[config.mk]
export PLATFORM = sky130hd
export DESIGN_NAME = ordered_array_list
export DESIGN_NICKNAME = d
export VERILOG_FILES = /design/src/oal_pkg.sv /design/src/ordered_array_list.sv /design/src/oal_ram.sv /design/src/oal_walk.sv
export SDC_FILE = /design/constraint.sdc
export NUM_CORES = 1
export LEC_CHECK = 0
export BUFFER_PORTS_ARGS = -buffer_cell sky130_fd_sc_hd__buf_2
export CAP_MARGIN = 10
export CORE_ASPECT_RATIO = 1.1
export CORE_UTILIZATION = 35
export DETAILED_ROUTE_END_ITERATION = 8
export GPL_ROUTABILITY_DRIVEN = 0
export GPL_TIMING_DRIVEN = 0
export PLACE_DENSITY = 0.55
export SLEW_MARGIN = 20
export SYNTH_ARGS = -nofsm -noshare
export SYNTH_HDL_FRONTEND = slang
export SYNTH_SLANG_ARGS = --single-unit
export TNS_END_PERCENT = 10
[constraint.sdc]
create_clock -name clock -period 8.15 [get_ports clock]
set_input_delay 1.2225 -clock clock [delete_from_list [all_inputs] [get_ports clock]]
set_output_delay 1.2225 -clock clock [all_outputs]
set_load 0.005 [all_outputs]
[src/oal_pkg.sv]
`timescale 1ns / 1ps
// ----------------------------------------------------------------------------
// oal_pkg: shared types for the ordered array list
// operation codes, status codes and the command and result records
// that pass between the top level and the move sequencer
// ----------------------------------------------------------------------------
package oal_pkg;

   // widest count and payload over the whole parameter range
   localparam int CNT_W     = 9;
   localparam int PAY_W     = 56;
   localparam int KEY_W     = 8;
   localparam int IDX_W     = 5;
   localparam int FIELD_W   = 5;
   localparam int IN_PAY_W  = 48;
   localparam int MODE_W    = 3;
   localparam int REQ_DATA_W = 72;
   localparam int RSP_DATA_W = 72;

   typedef logic [CNT_W-1:0] wcnt_type;
   typedef logic [PAY_W-1:0] wpay_type;

   typedef enum logic [MODE_W-1:0] {
      MODE_INS_FRONT = 3'd0,
      MODE_INS_BACK  = 3'd1,
      MODE_INS_AT    = 3'd2,
      MODE_DEL_FRONT = 3'd3,
      MODE_DEL_BACK  = 3'd4,
      MODE_DEL_KEY   = 3'd5,
      MODE_READ      = 3'd6
   } mode_type;

   typedef enum logic [1:0] {
      ST_OK    = 2'd0,
      ST_FULL  = 2'd1,
      ST_EMPTY = 2'd2,
      ST_RANGE = 2'd3
   } status_type;

   // work handed to the sequencer
   typedef enum logic [1:0] {
      OP_NONE  = 2'd0,
      OP_UP    = 2'd1,
      OP_DOWN  = 2'd2,
      OP_READ  = 2'd3
   } op_type;

   typedef struct packed {
      op_type           op;
      status_type       status;
      wcnt_type         pos;
      wcnt_type         count;
      logic             rm_one;
      logic [KEY_W-1:0] key;
      wpay_type         payload;
      logic [KEY_W-1:0] mkey;
      logic             drop_front;
      logic             drop_key;
   } cmd_type;

   typedef struct packed {
      status_type       status;
      wcnt_type         count;
      wcnt_type         removed;
      logic [KEY_W-1:0] rkey;
      wpay_type         rpay;
   } res_type;

endpackage

[src/ordered_array_list.sv]
`timescale 1ns / 1ps
// ----------------------------------------------------------------------------
// ordered_array_list: bounded ordered list of key and payload records
// insert, delete, compact-by-key and read on a list packed from position 0
// ----------------------------------------------------------------------------
// The list holds up to CAPACITY records (8-bit key plus PAYLOAD_WIDTH-bit
// payload) in one ram with a single write port and a registered read port,
// packed from position 0. Each request item carries an operation in req_tuser
// and yields exactly one response item. Records are moved one per cycle by a
// small sequencer that reads a position and writes it back in the next cycle,
// so the cost of an item is set by how many records it has to move: an insert
// at position p shifts each record at or above p up by one, an append moves
// none, delete-front and delete-by-key walk every entry, a read fetches one
// position, and delete-back, refused items and the unused mode move nothing.
// While an item is in work req_tready is low; the response is held in an
// output register, and a new request is taken while the previous response
// still waits. The ram needs no clearing after reset, since only positions
// below the count are ever read.
// ----------------------------------------------------------------------------
module ordered_array_list #(
   parameter int CAPACITY      = 16,
   parameter int PAYLOAD_WIDTH = 48
) (
   input  logic                              clock,
   input  logic                              reset,
   // request channel
   input  logic                              req_tvalid,
   output logic                              req_tready,
   // index[4:0], elem_key[12:5], elem_payload[60:13], match_key[68:61], zero
   input  logic [oal_pkg::REQ_DATA_W-1:0]    req_tdata,
   // mode[2:0]
   input  logic [oal_pkg::MODE_W-1:0]        req_tuser,
   // response channel
   output logic                              rsp_tvalid,
   input  logic                              rsp_tready,
   // status[1:0], count_after[6:2], removed[11:7], read_key[19:12],
   // read_payload[67:20], zero
   output logic [oal_pkg::RSP_DATA_W-1:0]    rsp_tdata
);

   localparam int AW = $clog2(CAPACITY);
   localparam int CW = $clog2(CAPACITY + 1);
   localparam int DW = PAYLOAD_WIDTH + 8;

   // request fields
   logic [oal_pkg::IDX_W-1:0]    req_index;
   logic [7:0]                   req_key;
   logic [oal_pkg::IN_PAY_W-1:0] req_payload;
   logic [7:0]                   req_mkey;
   oal_pkg::mode_type            req_mode;

   assign req_index   = req_tdata[4:0];
   assign req_key     = req_tdata[12:5];
   assign req_payload = req_tdata[60:13];
   assign req_mkey    = req_tdata[68:61];
   assign req_mode    = oal_pkg::mode_type'(req_tuser);

   // control state
   logic                  busy_ff, busy_in;
   logic [CW-1:0]         count_ff, count_in;
   logic                  rsp_valid_ff, rsp_valid_in;
   logic [oal_pkg::RSP_DATA_W-1:0] rsp_data_ff, rsp_data_in;

   logic                  accept;
   logic                  take;
   logic                  done;
   oal_pkg::cmd_type      cmd;
   oal_pkg::res_type      res;

   // ram ports
   logic                  ram_we;
   logic [AW-1:0]         ram_waddr;
   logic [DW-1:0]         ram_wdata;
   logic                  ram_re;
   logic [AW-1:0]         ram_raddr;
   logic [DW-1:0]         ram_rdata;

   // one item in work at a time
   assign req_tready = !busy_ff;
   assign accept     = req_tvalid && req_tready;
   // result moves to the output register once it is free
   assign take       = done && (!rsp_valid_ff || rsp_tready);

   // decode the item against the current count
   logic                  full;
   logic                  empty;
   oal_pkg::wcnt_type     count_w;
   oal_pkg::wcnt_type     index_w;

   assign full    = (count_ff == CW'(CAPACITY));
   assign empty   = (count_ff == '0);
   assign count_w = oal_pkg::wcnt_type'(count_ff);
   assign index_w = oal_pkg::wcnt_type'(req_index);

   always_comb begin
      cmd            = '0;
      cmd.op         = oal_pkg::OP_NONE;
      cmd.status     = oal_pkg::ST_OK;
      cmd.count      = count_w;
      cmd.key        = req_key;
      cmd.payload    = oal_pkg::wpay_type'(req_payload);
      cmd.mkey       = req_mkey;
      unique case (req_mode)
         oal_pkg::MODE_INS_FRONT, oal_pkg::MODE_INS_BACK, oal_pkg::MODE_INS_AT: begin
            // full takes precedence over a bad index
            if (full) begin
               cmd.status = oal_pkg::ST_FULL;
            end else if (req_mode == oal_pkg::MODE_INS_FRONT) begin
               cmd.op  = oal_pkg::OP_UP;
               cmd.pos = '0;
            end else if (req_mode == oal_pkg::MODE_INS_BACK) begin
               cmd.op  = oal_pkg::OP_UP;
               cmd.pos = count_w;
            end else if (index_w > count_w) begin
               cmd.status = oal_pkg::ST_RANGE;
            end else begin
               cmd.op  = oal_pkg::OP_UP;
               cmd.pos = index_w;
            end
         end
         oal_pkg::MODE_DEL_FRONT: begin
            if (empty) begin
               cmd.status = oal_pkg::ST_EMPTY;
            end else begin
               cmd.op         = oal_pkg::OP_DOWN;
               cmd.drop_front = 1'b1;
            end
         end
         oal_pkg::MODE_DEL_BACK: begin
            // last entry just falls off the end
            if (empty) begin
               cmd.status = oal_pkg::ST_EMPTY;
            end else begin
               cmd.count  = oal_pkg::wcnt_type'(count_ff - CW'(1));
               cmd.rm_one = 1'b1;
            end
         end
         oal_pkg::MODE_DEL_KEY: begin
            if (empty) begin
               cmd.status = oal_pkg::ST_EMPTY;
            end else begin
               cmd.op       = oal_pkg::OP_DOWN;
               cmd.drop_key = 1'b1;
            end
         end
         oal_pkg::MODE_READ: begin
            if (index_w >= count_w) begin
               cmd.status = oal_pkg::ST_RANGE;
            end else begin
               cmd.op  = oal_pkg::OP_READ;
               cmd.pos = index_w;
            end
         end
         default: cmd.op = oal_pkg::OP_NONE;
      endcase
   end

   oal_walk #(
      .CAPACITY      (CAPACITY),
      .PAYLOAD_WIDTH (PAYLOAD_WIDTH)
   ) u_walk (
      .clock     (clock),
      .reset     (reset),
      .start     (accept),
      .cmd       (cmd),
      .take      (take),
      .done      (done),
      .res       (res),
      .ram_we    (ram_we),
      .ram_waddr (ram_waddr),
      .ram_wdata (ram_wdata),
      .ram_re    (ram_re),
      .ram_raddr (ram_raddr),
      .ram_rdata (ram_rdata)
   );

   oal_ram #(
      .WIDTH (DW),
      .DEPTH (CAPACITY)
   ) u_ram (
      .clock   (clock),
      .wr_en   (ram_we),
      .wr_addr (ram_waddr),
      .wr_data (ram_wdata),
      .rd_en   (ram_re),
      .rd_addr (ram_raddr),
      .rd_data (ram_rdata)
   );

   // handshake and count bookkeeping
   always_comb begin
      busy_in      = busy_ff;
      count_in     = count_ff;
      rsp_valid_in = rsp_valid_ff;
      rsp_data_in  = rsp_data_ff;
      if (rsp_valid_ff && rsp_tready) begin
         rsp_valid_in = 1'b0;
      end
      if (accept) begin
         busy_in = 1'b1;
      end
      if (take) begin
         busy_in      = 1'b0;
         count_in     = res.count[CW-1:0];
         rsp_valid_in = 1'b1;
         rsp_data_in  = {4'b0000,
                         res.rpay[oal_pkg::IN_PAY_W-1:0],
                         res.rkey,
                         res.removed[oal_pkg::FIELD_W-1:0],
                         res.count[oal_pkg::FIELD_W-1:0],
                         res.status};
      end
   end

   always_ff @(posedge clock) begin
      if (reset) begin
         busy_ff      <= 1'b0;
         count_ff     <= '0;
         rsp_valid_ff <= 1'b0;
      end else begin
         busy_ff      <= busy_in;
         count_ff     <= count_in;
         rsp_valid_ff <= rsp_valid_in;
      end
      rsp_data_ff <= rsp_data_in;
   end

   assign rsp_tvalid = rsp_valid_ff;
   assign rsp_tdata  = rsp_data_ff;

`ifndef SYNTHESIS
   // the list never holds more than its capacity
   a_count_bound: assert property (@(posedge clock) disable iff (reset)
      count_ff <= CW'(CAPACITY))
      else $error("entry count above capacity");

   // a refused item leaves the count alone
   a_refused_keeps_count: assert property (@(posedge clock) disable iff (reset)
      (take && (res.status != oal_pkg::ST_OK)) |=> (count_ff == $past(count_ff)))
      else $error("refused item changed the count");

   // a delete never removes more than the list held
   a_removed_bound: assert property (@(posedge clock) disable iff (reset)
      take |-> (res.removed <= count_w))
      else $error("removed more entries than present");

   // entries removed and entries left add up to the count before
   a_removed_balance: assert property (@(posedge clock) disable iff (reset)
      (take && (res.removed != '0)) |->
         (res.count + res.removed == count_w))
      else $error("removed and remaining entries do not balance");

   // the sequencer only finishes an item that was accepted
   a_done_needs_busy: assert property (@(posedge clock) disable iff (reset)
      done |-> busy_ff)
      else $error("result without an item in work");
`endif

endmodule

[src/oal_ram.sv]
`timescale 1ns / 1ps
// ----------------------------------------------------------------------------
// oal_ram: generic single-write single-read ram
// one write port, one read port with registered read data
// ----------------------------------------------------------------------------
module oal_ram #(
   parameter int WIDTH = 56,
   parameter int DEPTH = 16
) (
   input  logic                     clock,
   input  logic                     wr_en,
   input  logic [$clog2(DEPTH)-1:0] wr_addr,
   input  logic [WIDTH-1:0]         wr_data,
   input  logic                     rd_en,
   input  logic [$clog2(DEPTH)-1:0] rd_addr,
   output logic [WIDTH-1:0]         rd_data
);

   logic [WIDTH-1:0] mem_ff [DEPTH];
   logic [WIDTH-1:0] rd_data_ff;

   always_ff @(posedge clock) begin
      if (wr_en) begin
         mem_ff[wr_addr] <= wr_data;
      end
      if (rd_en) begin
         rd_data_ff <= mem_ff[rd_addr];
      end
   end

   assign rd_data = rd_data_ff;

endmodule

[src/oal_walk.sv]
`timescale 1ns / 1ps
// ----------------------------------------------------------------------------
// oal_walk: move sequencer of the ordered array list
// walks the entry ram one position a cycle to shift up, compact or read
// ----------------------------------------------------------------------------
module oal_walk #(
   parameter int CAPACITY      = 16,
   parameter int PAYLOAD_WIDTH = 48
) (
   input  logic                        clock,
   input  logic                        reset,
   input  logic                        start,
   input  oal_pkg::cmd_type            cmd,
   input  logic                        take,
   output logic                        done,
   output oal_pkg::res_type            res,
   output logic                        ram_we,
   output logic [$clog2(CAPACITY)-1:0] ram_waddr,
   output logic [PAYLOAD_WIDTH+7:0]    ram_wdata,
   output logic                        ram_re,
   output logic [$clog2(CAPACITY)-1:0] ram_raddr,
   input  logic [PAYLOAD_WIDTH+7:0]    ram_rdata
);

   localparam int AW = $clog2(CAPACITY);
   localparam int CW = $clog2(CAPACITY + 1);
   localparam int DW = PAYLOAD_WIDTH + 8;

   typedef enum logic [7:0] {
      S_IDLE  = 8'b0000_0001,
      S_UP    = 8'b0000_0010,
      S_UPW   = 8'b0000_0100,
      S_PUT   = 8'b0000_1000,
      S_DOWN  = 8'b0001_0000,
      S_DRAIN = 8'b0010_0000,
      S_READ  = 8'b0100_0000,
      S_DONE  = 8'b1000_0000
   } state_type;

   state_type        state_ff, state_in;
   oal_pkg::cmd_type cmd_ff, cmd_in;
   logic [CW-1:0]    src_ff, src_in;
   logic [CW-1:0]    wr_ptr_ff, wr_ptr_in;
   logic [CW-1:0]    rm_ff, rm_in;
   logic             mv_valid_ff, mv_valid_in;
   logic [CW-1:0]    mv_addr_ff, mv_addr_in;

   logic [CW-1:0]    cnt;
   logic [CW-1:0]    pos;
   logic [7:0]       rd_key;
   logic             drop;

   assign cnt    = cmd_ff.count[CW-1:0];
   assign pos    = cmd_ff.pos[CW-1:0];
   assign rd_key = ram_rdata[DW-1 -: 8];
   assign drop   = (cmd_ff.drop_front && (mv_addr_ff == '0)) ||
                   (cmd_ff.drop_key && (rd_key == cmd_ff.mkey));

   // sequencer
   always_comb begin
      state_in    = state_ff;
      cmd_in      = cmd_ff;
      src_in      = src_ff;
      mv_valid_in = 1'b0;
      mv_addr_in  = mv_addr_ff;
      ram_re      = 1'b0;
      ram_raddr   = src_ff[AW-1:0];
      unique case (state_ff)
         S_IDLE: begin
            if (start) begin
               cmd_in = cmd;
               unique case (cmd.op)
                  oal_pkg::OP_UP: begin
                     src_in   = CW'(cmd.count[CW-1:0] - CW'(1));
                     state_in = (cmd.pos[CW-1:0] == cmd.count[CW-1:0]) ? S_PUT : S_UP;
                  end
                  oal_pkg::OP_DOWN: begin
                     src_in   = '0;
                     state_in = S_DOWN;
                  end
                  oal_pkg::OP_READ: state_in = S_READ;
                  default:          state_in = S_DONE;
               endcase
            end
         end
         S_UP: begin
            ram_re      = 1'b1;
            mv_valid_in = 1'b1;
            mv_addr_in  = CW'(src_ff + CW'(1));
            if (src_ff == pos) begin
               state_in = S_UPW;
            end else begin
               src_in = CW'(src_ff - CW'(1));
            end
         end
         S_UPW:  state_in = S_PUT;
         S_PUT:  state_in = S_DONE;
         S_DOWN: begin
            ram_re      = 1'b1;
            mv_valid_in = 1'b1;
            mv_addr_in  = src_ff;
            if (src_ff == CW'(cnt - CW'(1))) begin
               state_in = S_DRAIN;
            end else begin
               src_in = CW'(src_ff + CW'(1));
            end
         end
         S_DRAIN: state_in = S_DONE;
         S_READ: begin
            ram_re    = 1'b1;
            ram_raddr = pos[AW-1:0];
            state_in  = S_DONE;
         end
         S_DONE: begin
            if (take) begin
               state_in = S_IDLE;
            end
         end
         default: state_in = S_IDLE;
      endcase
   end

   // shared move unit: write back what was read in the previous cycle
   always_comb begin
      ram_we    = 1'b0;
      ram_waddr = mv_addr_ff[AW-1:0];
      ram_wdata = ram_rdata;
      wr_ptr_in = wr_ptr_ff;
      rm_in     = rm_ff;
      if (state_ff == S_IDLE) begin
         wr_ptr_in = '0;
         rm_in     = '0;
      end
      if (mv_valid_ff) begin
         if (cmd_ff.op == oal_pkg::OP_UP) begin
            ram_we = 1'b1;
         end else if (drop) begin
            rm_in = CW'(rm_ff + CW'(1));
         end else begin
            ram_we    = 1'b1;
            ram_waddr = wr_ptr_ff[AW-1:0];
            wr_ptr_in = CW'(wr_ptr_ff + CW'(1));
         end
      end
      if (state_ff == S_PUT) begin
         ram_we    = 1'b1;
         ram_waddr = pos[AW-1:0];
         ram_wdata = {cmd_ff.key, cmd_ff.payload[PAYLOAD_WIDTH-1:0]};
      end
   end

   always_ff @(posedge clock) begin
      if (reset) begin
         state_ff    <= S_IDLE;
         mv_valid_ff <= 1'b0;
      end else begin
         state_ff    <= state_in;
         mv_valid_ff <= mv_valid_in;
      end
      cmd_ff     <= cmd_in;
      src_ff     <= src_in;
      wr_ptr_ff  <= wr_ptr_in;
      rm_ff      <= rm_in;
      mv_addr_ff <= mv_addr_in;
   end

   // result record
   always_comb begin
      res.status  = cmd_ff.status;
      res.count   = oal_pkg::wcnt_type'(cnt);
      res.removed = oal_pkg::wcnt_type'(cmd_ff.rm_one);
      res.rkey    = '0;
      res.rpay    = '0;
      unique case (cmd_ff.op)
         oal_pkg::OP_UP: res.count = oal_pkg::wcnt_type'(cnt) + oal_pkg::wcnt_type'(1);
         oal_pkg::OP_DOWN: begin
            res.count   = oal_pkg::wcnt_type'(wr_ptr_ff);
            res.removed = oal_pkg::wcnt_type'(rm_ff);
         end
         oal_pkg::OP_READ: begin
            res.rkey = rd_key;
            res.rpay = oal_pkg::wpay_type'(ram_rdata[PAYLOAD_WIDTH-1:0]);
         end
         default: res.count = oal_pkg::wcnt_type'(cnt);
      endcase
   end

   assign done = (state_ff == S_DONE);

endmodule
==> impl_metrics.csv <==
group,metric,value,unit
outcome,status,"finished, final reports clean",
die,ios,153,
placed_design,pre_cts_ws,3.43,ns
sta,final_hold_viol_count,0,
yosys,synthCells,2745,
critical_path,cp-start-kind,"register",
routing,drt-initial-drc-count,2309,
finish,finalNetCount,3200,
flow_run,maxCapViolCount,0,
sta,finClkSkew,0.0266,ns
finish,num-fill-cells,11300,
clock_network,cts_resized,0,
sta,fin_ws,3.32,ns
critical_path,crit_fanout,9,
routing,routed-via-count,24900,
die,core,0.125,mm2
die,start_util,0.354,
clock_network,hold_buffers,0,
die,die_area,0.128,mm2
routing,detail_route.vias_per_cell,5.13,
min_path,min_to,"rsp_tdata[0]$_DFFE_PP_",
sta,hold_slack,0.420,ns
yosys,ys_warn_count,0,
grt,grt_pass1_wl,166,mm
die,rows,136,
clock_network,clk_pin_slew,0.07,ns
grt,grt_overflow_total,0,
power,vdd.ir_drop.worst,0.000152,V
clock_network,clk_latency,0.73,ns
yosys,synth_top_area_frac,0.751,
placed_design,io_buffers,144,
clock_network,postCtsSetupBuffers,0,
critical_path,crit_type,"reg2reg",
yosys,synth.avg_cell_area,16.2,um2
critical_path,crit_path_end_kind,"register",
sta,post-route-period-util,0.593,
routing,wirelength,115,mm
grt,grt_usage,0.178,
sta,rsz0062_at_grt,"no",
critical_path,reg2reg_from,"u_walk.mv_addr_ff[3]$_DFFE_PN_",
min_path,hold_start,"u_walk.res[82]$_DFFE_PP_",
critical_path,r2r_end,"u_ram.mem_ff[4][38]$_DFFE_PP_",
critical_path,arrival,5.24,ns
clock_network,cts.sinks,1137,
yosys,synth-seq-cells,1137,
routing,drc,0,
min_path,hold_class,"reg2reg",
clock_network,clk_path_buf_depth,3,
routing,ant_nets,0,
critical_path,setup.worst_path.start,"u_walk.mv_addr_ff[3]$_DFFE_PN_",
finish,areaGrowthSynthToFinish,17.4,%
critical_path,crit_required,8.55,ns
sta,period_needed,4.83,ns
routing,wl_per_cell,23.7,um
finish,drive_gt1_frac,0.192,
yosys,syn_area,0.0444,mm2
yosys,synth-edff-count,1111,
die,die_w,342,um
yosys,synth.most_common_cell,"edfxtp_1",
yosys,synth_ff_type,"edfxtp_1",
clock_network,numCtsBuffers,111,
power,power_density,229,mW/mm2
die,dieHeight,376,um
yosys,yosys.area.top_type,"edfxtp_1",
finish,diodes,0,
yosys,async_flop_share,0,
grt,grt_max_degree,37,
yosys,synth-seq-area-share,0.762,
finish,utilization,0.416,
yosys,synth_cell_types,69,
routing,drtPass1Iterations,5,
grt,grt_pass1_vias,24500,
sta,slew_violations,0,
sta,maxClockFrequency,0.207,GHz
critical_path,ff2ff_setup_slack,3.32,ns
placed_design,hpwlAfterDp,76.4,mm
critical_path,r2r_cells,12,
grt,antenna_found_initial,3,
clock_network,cts_tree,"done",
sta,finalSetupViolations,0,
clock_network,ctsRootBufferMaster,"clkbuf_16",
yosys,yosys-top-cells-count,"edfxtp_1 (1111), nand2_1 (548), nand3_1 (176)",
power,leakagePower,17.3,nW
min_path,hold_depth,0,
yosys,netlist_top_cells_area,"edfxtp_1 (75%), mux4_2 (6.5%), nand2_1 (4.6%)",
sta,maxSlewHeadroom,0.213,
sta,worstMarginPinSlew,1.17,ns
clock_network,htree_levels,3,
## final cells by class
| type | instances | area, um2 | share of cell area |
|---|---|---|---|
| clock inverters | 65 | 622 | 0.0119 |
| clock buffers | 143 | 2940 | 0.0564 |
| repair buffers | 239 | 1930 | 0.0371 |
| plain buffers | 148 | 674 | 0.0129 |
| flip-flops and latches | 1137 | 33900 | 0.650 |
| multi-input cells | 1430 | 9900 | 0.190 |
| inverters | 33 | 124 | 0.00238 |
| well taps | 1656 | 2070 | 0.0397 |
## cells by family (layout without fill, tap and decap cells)
logic type	count (synthesis)	after routing	share of synthesized area
flip-flops	1137	1137	0.762
XOR/XNOR	31	31	0.00611
adder cells (fa/ha/maj)	21	21	0.00591
other	1	4	0.0000844
AND/OR/NAND/NOR	962	962	0.0979
multiplexers	162	162	0.0727
buffers and inverters	181	628	0.0177
AO/OA/AOI/OAI	250	250	0.0371
## power breakdown
group          internal, mW  switching [mW]  total (mW)
sequential             6.41          0.0248        6.43
combinational         0.155           0.289       0.445
clock                  2.84            2.23        5.07
total                  9.40            2.54        11.9
## how the worst max path moves through the flow
stage                                      to  slack, ns  cells past startpoint
3_3_place_gp   u_ram.mem_ff[12][31]$_DFFE_PP_      -7.44                      7
5_1_grt         u_ram.mem_ff[4][38]$_DFFE_PP_       3.20                     12
3_5_place_dp    u_ram.mem_ff[4][37]$_DFFE_PP_       3.43                     12
6_report        u_ram.mem_ff[4][38]$_DFFE_PP_       3.32                     12
2_1_floorplan    u_ram.mem_ff[4][0]$_DFFE_PP_       0.17                      7
4_1_cts         u_ram.mem_ff[4][38]$_DFFE_PP_       3.37                     12
## routing by layer
metal	track usage	up-vias	wire (um)
met2	0.297	781	56400
li1	-	11200	-
met5	0	-	0
met1	0.236	12700	49000
met4	0.0596	0	2930
met3	0.0265	142	6690
## worst max-delay path, stage by stage, from the launching register on
cell and delay [ns]:
edfxtp_1 0.45, or4b_2 0.70, nor3_1 0.30, nor2_1 0.17
nand4_1 0.14, a31oi_1 0.32, a2111o_1 0.55, nor4_2 0.68
buf_2 0.35, buf_4 0.21, buf_4 0.18, buf_2 0.21
buf_2 0.24
## through the flow
| stage | power (mW) | TNS, ns | cells | instance area, um2 |
|---|---|---|---|---|
| after floorplan | 6.81 | 0 | 2748 | 44400 |
| after global placement | 7.00 | -1905.66 | 4548 | 47200 |
| after detailed placement | 7.01 | 0 | 4643 | 48600 |
| after CTS | 12.1 | 0 | 4851 | 52100 |
| after global routing | 12.3 | 0 | 4851 | 52100 |
| final | 11.9 | 0 | 4851 | 52100 |
## layout by cell type, fill, tap and decap left out, drive strengths merged, types with 21 or more instances in the layout
cell type,synthesis,routed
and2,63,63
mux4,128,128
nand3,176,176
ha,21,21
dfxtp,26,26
edfxtp,1111,1111
nand2,548,548
a21oi,28,28
buf,59,298
mux2i,27,27
clkbuf,89,232
a22oi,58,58
inv,33,35
nand4,45,45
xnor2,24,24
clkinv,0,50
o21ai,89,89
nor2,51,51
## state kept, by name, indices dropped and copies added, names as in the netlist
register	cells
u_walk.wr_ptr_ff	5
count_ff	5
u_walk.rm_ff	5
u_walk.mv_addr_ff	5
u_ram.rd_data	56
u_ram.mem_ff	896
u_walk.src_ff	5
u_walk.res	2
u_walk.cmd_ff	79
rsp_tdata	68
busy_ff	1
u_walk.mv_valid_ff	1
u_walk.state_ff	8
rsp_tvalid	1
(Power assumes the default switching activity.)
